### src/rtl/core/dris_mod.sv
`default_nettype none
module dris_mod (
	input  wire logic        clk,
	input  wire logic        arst_n,
	input  wire logic        start,
	input  wire logic [31:0] dividend,
	input  wire logic [12:0] divisor,
	output logic             done,
	output logic [12:0]      rem
);

	logic [31:0] x_q;
	logic [12:0] d_q;
	logic [12:0] r_q;
	logic [5:0]  cnt_q;
	logic        done_q;
	logic [13:0] sh;
	logic [13:0] diff;

	// restoring remainder, one dividend bit a cycle
	assign sh   = {r_q, x_q[31]};
	assign diff = sh - {1'b0, d_q};

	always_ff @(posedge clk or negedge arst_n) begin
		if (!arst_n) begin
			cnt_q  <= 6'd0;
			done_q <= 1'b0;
		end else begin
			done_q <= 1'b0;
			if (start) begin
				cnt_q <= 6'd32;
			end else if (cnt_q != 6'd0) begin
				cnt_q <= cnt_q - 6'd1;
				if (cnt_q == 6'd1) begin
					done_q <= 1'b1;
				end
			end
		end
	end

	always_ff @(posedge clk) begin
		if (start) begin
			x_q <= dividend;
			d_q <= divisor;
			r_q <= 13'd0;
		end else if (cnt_q != 6'd0) begin
			x_q <= {x_q[30:0], 1'b0};
			r_q <= (sh >= {1'b0, d_q}) ? diff[12:0] : sh[12:0];
		end
	end

	assign done = done_q;
	assign rem  = r_q;

endmodule
`default_nettype wire

### config.mk
export PLATFORM = sky130hd
export DESIGN_NAME = dris_mod
export DESIGN_NICKNAME = d
export VERILOG_FILES = /design/src/rtl/core/dris_mod.sv
export SDC_FILE = /design/constraint.sdc
export NUM_CORES = 1
export LEC_CHECK = 0
export ABC_AREA = 0
export BUFFER_PORTS_ARGS = -buffer_cell sky130_fd_sc_hd__buf_4
export CELL_PAD_IN_SITES_DETAIL_PLACEMENT = 1
export CELL_PAD_IN_SITES_GLOBAL_PLACEMENT = 2
export CORE_MARGIN = 5
export CORE_UTILIZATION = 37
export DETAILED_ROUTE_END_ITERATION = 10
export HOLD_SLACK_MARGIN = 0.15
export PLACE_DENSITY_LB_ADDON = 0.3
export SYNTH_ARGS = -nofsm -noshare
export SYNTH_HDL_FRONTEND = slang
export SYNTH_SLANG_ARGS = --single-unit
### constraint.sdc
create_clock -name clk -period 2.99 [get_ports clk]
set_input_delay 0.598 -clock clk [delete_from_list [all_inputs] [get_ports clk]]
set_output_delay 0.598 -clock clk [all_outputs]
set_load 0.005 [all_outputs]
=== Yosys cells after proc, flatten, opt, wreduce, memory -nomap -nowiden ===
Index checks and enable logic that the tools add are counted.

* Memories: 0
* Input port bits: 48
* RAM bits: 0
* Memory bits (read-only): 0
* Bits in registers: 65
* Latch bits: 0
* Output and inout bits: 14

* $add $sub $neg: 2
* Mux-type cells: 8
* Order comparisons: 1
* Equal/unequal tests: 1
* Reduce and logical (&&, ||, !) cells: 2
* Divide/modulo/power cells: 0
* Multiply operators: 0
* Bitwise operators: 0
* Shift operators: 0

{| class="wikitable"
|+ Operators with widths
! kind !! count
|-
| $mux 32 || 2
|-
| $ge 14x13->1 || 1
|-
| $mux 13 || 1
|-
| $sub 13x13->13 || 1
|-
| $mux 6 || 2
|-
| $eq 6x1->1 const B || 1
|-
| $reduce_bool 6->1 || 1
|-
| $sub 6x1->6 const B || 1
|-
| $mux 1 || 3
|-
| $reduce_bool 2->1 || 1
|}

=== Longest topological paths before layout ===
* Depth after elaboration: 4
* Gate-level depth with buffers: 10
* Mapped depth without buffers: 9

=== Least setup slack after synthesis ===
Ideal clock, no wire load.

* Kind: reg2reg
* Start: reg d_q[0]
* End: reg r_q[9] (netlist: rem[9])
* Period minus slack after synthesis: 2.417 ns
* Arrival: 2.337 ns
* Setup slack: 0.573 ns
* Path buffers: 1
* Required time: 2.911 ns
* Library setup time: 0.079 ns
* Stages on the path, launching flop included: 10
* Cell sequence: edfxtp_1 > ha_1 > fa_1 > nand2b_2 > a211o_1 > a211o_2 > a21oi_4 > buf_6 > o211ai_1 > o221ai_2

* Word-level cells in the longest chain between the ends: 2
* Elaborated cells between the ends (all ways): 3
* Those cells by class: add/sub (1); order compare (1); mux (1)

{| class="wikitable"
|+ Ends and longest elaborated chain
! item !! line !! text
|-
| from (decl) || 13 || <nowiki>logic [12:0] d_q;</nowiki>
|-
| from (signal assigned) || 44 || <nowiki>d_q <= divisor;</nowiki>
|-
| $sub 13x13->13 or $ge 14x13->1 (tied branches) || 22, 48 ||
|-
| $mux 13 (*) || 48 || <nowiki>r_q <= (sh >= {1'b0, d_q}) ? diff[12:0] : sh[12:0];</nowiki>
|-
| to (signal assigned) || 48 ||
|-
| to (decl) || 14 || <nowiki>logic [12:0] r_q;</nowiki>
|}

Mark *: on every way between the ends. The rest lies on a longest branch, timed or not.
A chain may end at the register's enable or synchronous reset.

=== Worst setup path in the final report ===
* Start: reg d_q[0]
* End: reg r_q[12] (netlist: rem[12])

The elaborated chain is that of the path after synthesis.

==> results.cfg <==
[yosys]
synth_area_um2 = 3460
synth_edf_count = 45
synthArstFlopShare_pct = 10.8
ys_warn_count = 0
ys.flop_type = edfxtp_1
synth_cell_type_count = 59
synth_area_per_cell_um2 = 11.7
ys_ff_latch = 65
ys_seq_area_share_pct = 51.6
synth_cells = 295
syn_nets = 359

[setup_path]
cp.required_ns = 3.22
r2r_slack_ns = 0.32
rr_endpoint = rem[12]
r2r-start = d_q[0]
worst-path-max-fanout = 4
cp-endpoint = rem[12]
setup.worst_path.start_class = flop
worstRegToRegCells = 8
arrival_ns = 2.90
crit_type = flop to flop
endpoint_kind = flop
worstSetupStartpoint = d_q[0]

[routing]
first_pass_iters = 4
wl_per_cell_um = 16.7
first_iter_violations = 41
vias = 2550
vias_per_cell = 5.31
drc = 0
ant_nets = 0
drt-total-wl_mm = 8.02

[sta]
skew_ns = 0.0122
hold_viol = 0
period_share_pct = 89.4
finalSetupTns_ns = 0
grt_setup_unrepaired = no
worst_slack_ns = 0.316
fmax_mhz = 374
fin_crit_ns = 2.67
setup_viol = 0
slew_violations = 0
worst_pin_slew_ns = 0.555
maxSlewHeadroom_pct = 62.8

[cells_and_area]
diodes = 0
fill_cells = 1021
multi_input_area_um2 = 1530
utilization_pct = 46.3
synthToLayoutAreaGrowth_pct = 23.0
fin_nets = 428
drive_above_1_share_pct = 35.0
seqCellArea_um2 = 1790
stdcell_area_um2 = 4260

[clocking]
clk_pin_slew_ns = 0.08
clock-sinks = 65
cts_buffers = 9
cts_buffer_depth = 2
ctsHtreeMaxLevel = 3
clk_latency_ns = 0.34
cts_tree = built
cts.repair.resized = 0
cts-root-buf = clkbuf_8

[die]
core_um2 = 9200
ios = 62
die_h_um = 107
fp.dieW_um = 107
start_util_pct = 37.6
rows = 35
die_area_um2 = 11400

[power]
p_per_area_nw_per_um2 = 793
pwr-share-comb_pct = 38.0
switching_power_w = 0.00121
pwr-share-clk_pct = 22.3
p_leak_nw = 1.77
p_int_w = 0.00217
pwr-share-seq_pct = 39.7
p_sw_share_pct = 35.9
finalPower_w = 0.00338
ir_drop_uv = 319

[global_routing]
grtUsageTotal_pct = 14.9
grt_antenna_before_repair = 0
grt-ovfl-total = 0
grt_pass1_vias = 2722
grt_pass1_wl_mm = 13.4
grt_max_degree = 42

[flow_run]
maxCapViolations = 0

[worst_hold_path]
hold_class = input port to flop

[placed_design]
preCtsSetupSlack_ns = 0.128
place.gp.congestion = 0.761
placed_area_um2 = 4020
place_hpwl_mm = 5.86
io_buffer_count = 61

[outcome]
status = completed
layout by cell type, fill, tap and decap left out, drive strengths merged, types with 9 or more instances in the layout:
cell type   n
buf        69
dfxtp      13
nand2      30
o211ai     13
ha         15
clkbuf      9
inv        18
mux2       31
a21oi      11
nor2       16
edfxtp     45
cells by family (layout without fill, tap and decap cells):
logic type               count (synthesis)  after routing  synth area share, %
AO/OA/AOI/OAI                           62             62                 14.1
XOR/XNOR                                10             10                 2.53
adder cells (fa/ha/maj)                 16             16                 6.00
buffers and inverters                   30            104                 4.23
flip-flops                              65             65                 51.6
multiplexers                            31             31                 10.1
AND/OR/NAND/NOR                         81             81                 11.4
final cells by class:
type / instances / share of cell area, %
sequential: 65 / 42.0
tap: 111 / 3.26
clock buffer: 9 / 2.91
timing repair buffer: 70 / 12.7
clock inverter: 7 / 1.68
multi-input combinational: 200 / 35.9
inverter: 18 / 1.59
metrics by stage:
step / instances / hold slack, ns
floorplan: 295 / 0.302
global placement: 459 / 0.417
detailed placement: 459 / 0.418
CTS: 476 / 0.407
global route: 480 / 0.400
finish: 480 / 0.425
registers in the layout, summed over array words and instances, names as in the netlist:
signal and count:
x_q 32, d_q 13, rem 13, cnt_q 6, done 1
power by group through the flow:
stage / clock network, W / registers [W] / logic [W]
after global routing: 0.000823 / 0.00137 / 0.00142
after floorplan: 0 / 0.00133 / 0.000928
after global placement: 0 / 0.00136 / 0.00127
after detailed placement: 0 / 0.00136 / 0.00130
final: 0.000753 / 0.00134 / 0.00128
after CTS: 0.000779 / 0.00135 / 0.00130
what timing repair did:
action,in CTS,in global routing
hold endpoints to repair,7,0
setup buffers,0,4
endpoints found under the setup margin,0,1
hold buffers,1,0
layer usage:
| layer | vias up | track usage, % | wire length (µm) |
|---|---|---|---|
| met5 | - | 0 | 0 |
| li1 | 1239 | - | - |
| met2 | 45 | 25.0 | 3930 |
| met4 | 0 | 5.30 | 97 |
| met1 | 1256 | 17.3 | 3500 |
| met3 | 10 | 5.66 | 485 |
cells in the mapped netlist, drive strengths merged (2+ instances only):
cell     number  area, µm²
edfxtp       45       1350
mux2         31        349
nand2        30        115
inv          18       67.6
nor2         16       60.1
ha           15        188
dfxtp        13        260
o211ai       13       97.6
a21oi        11       66.3
nand3         8       40.0
dfrtp         7        175
buf           6       52.6
clkbuf        6       26.3
xnor2         6       52.6
a21o          5       38.8
nor3          5       25.0
a211o         4       36.3
o21ai         4       20.0
xor2          4       35.0
a2111oi       3       32.5
a211oi        3       22.5
and3          3       20.0
nand2b        3       21.3
nand4         3       25.0
nor2b         3       18.8
o31ai         3       32.5
a221o         2       20.0
and2          2       12.5
nor4          2       12.5
o221ai        2       23.8
o22ai         2       12.5
or3           2       12.5
critical path, cell delays in order (launching register included):
cell,delay (ns)
edfxtp_1,0.38
ha_1,0.22
fa_1,0.40
nand2b_2,0.23
a2111oi_2,0.43
a2111oi_0,0.14
nor4b_1,0.34
a21oi_1,0.07
a221o_1,0.34
worst min-delay path by stage:
stage                    start        to  slack (ns)  cells past startpoint
detailed placement      arst_n  cnt_q[4]        0.42                      1
floorplan               arst_n  cnt_q[0]        0.30                      0
global placement        arst_n  cnt_q[4]        0.42                      1
global route        divisor[4]    d_q[4]        0.40                      1
CTS                 divisor[4]    d_q[4]        0.41                      1
finish              divisor[4]    d_q[4]        0.43                      1
No activity file was read; power rests on OpenSTA's default activity.
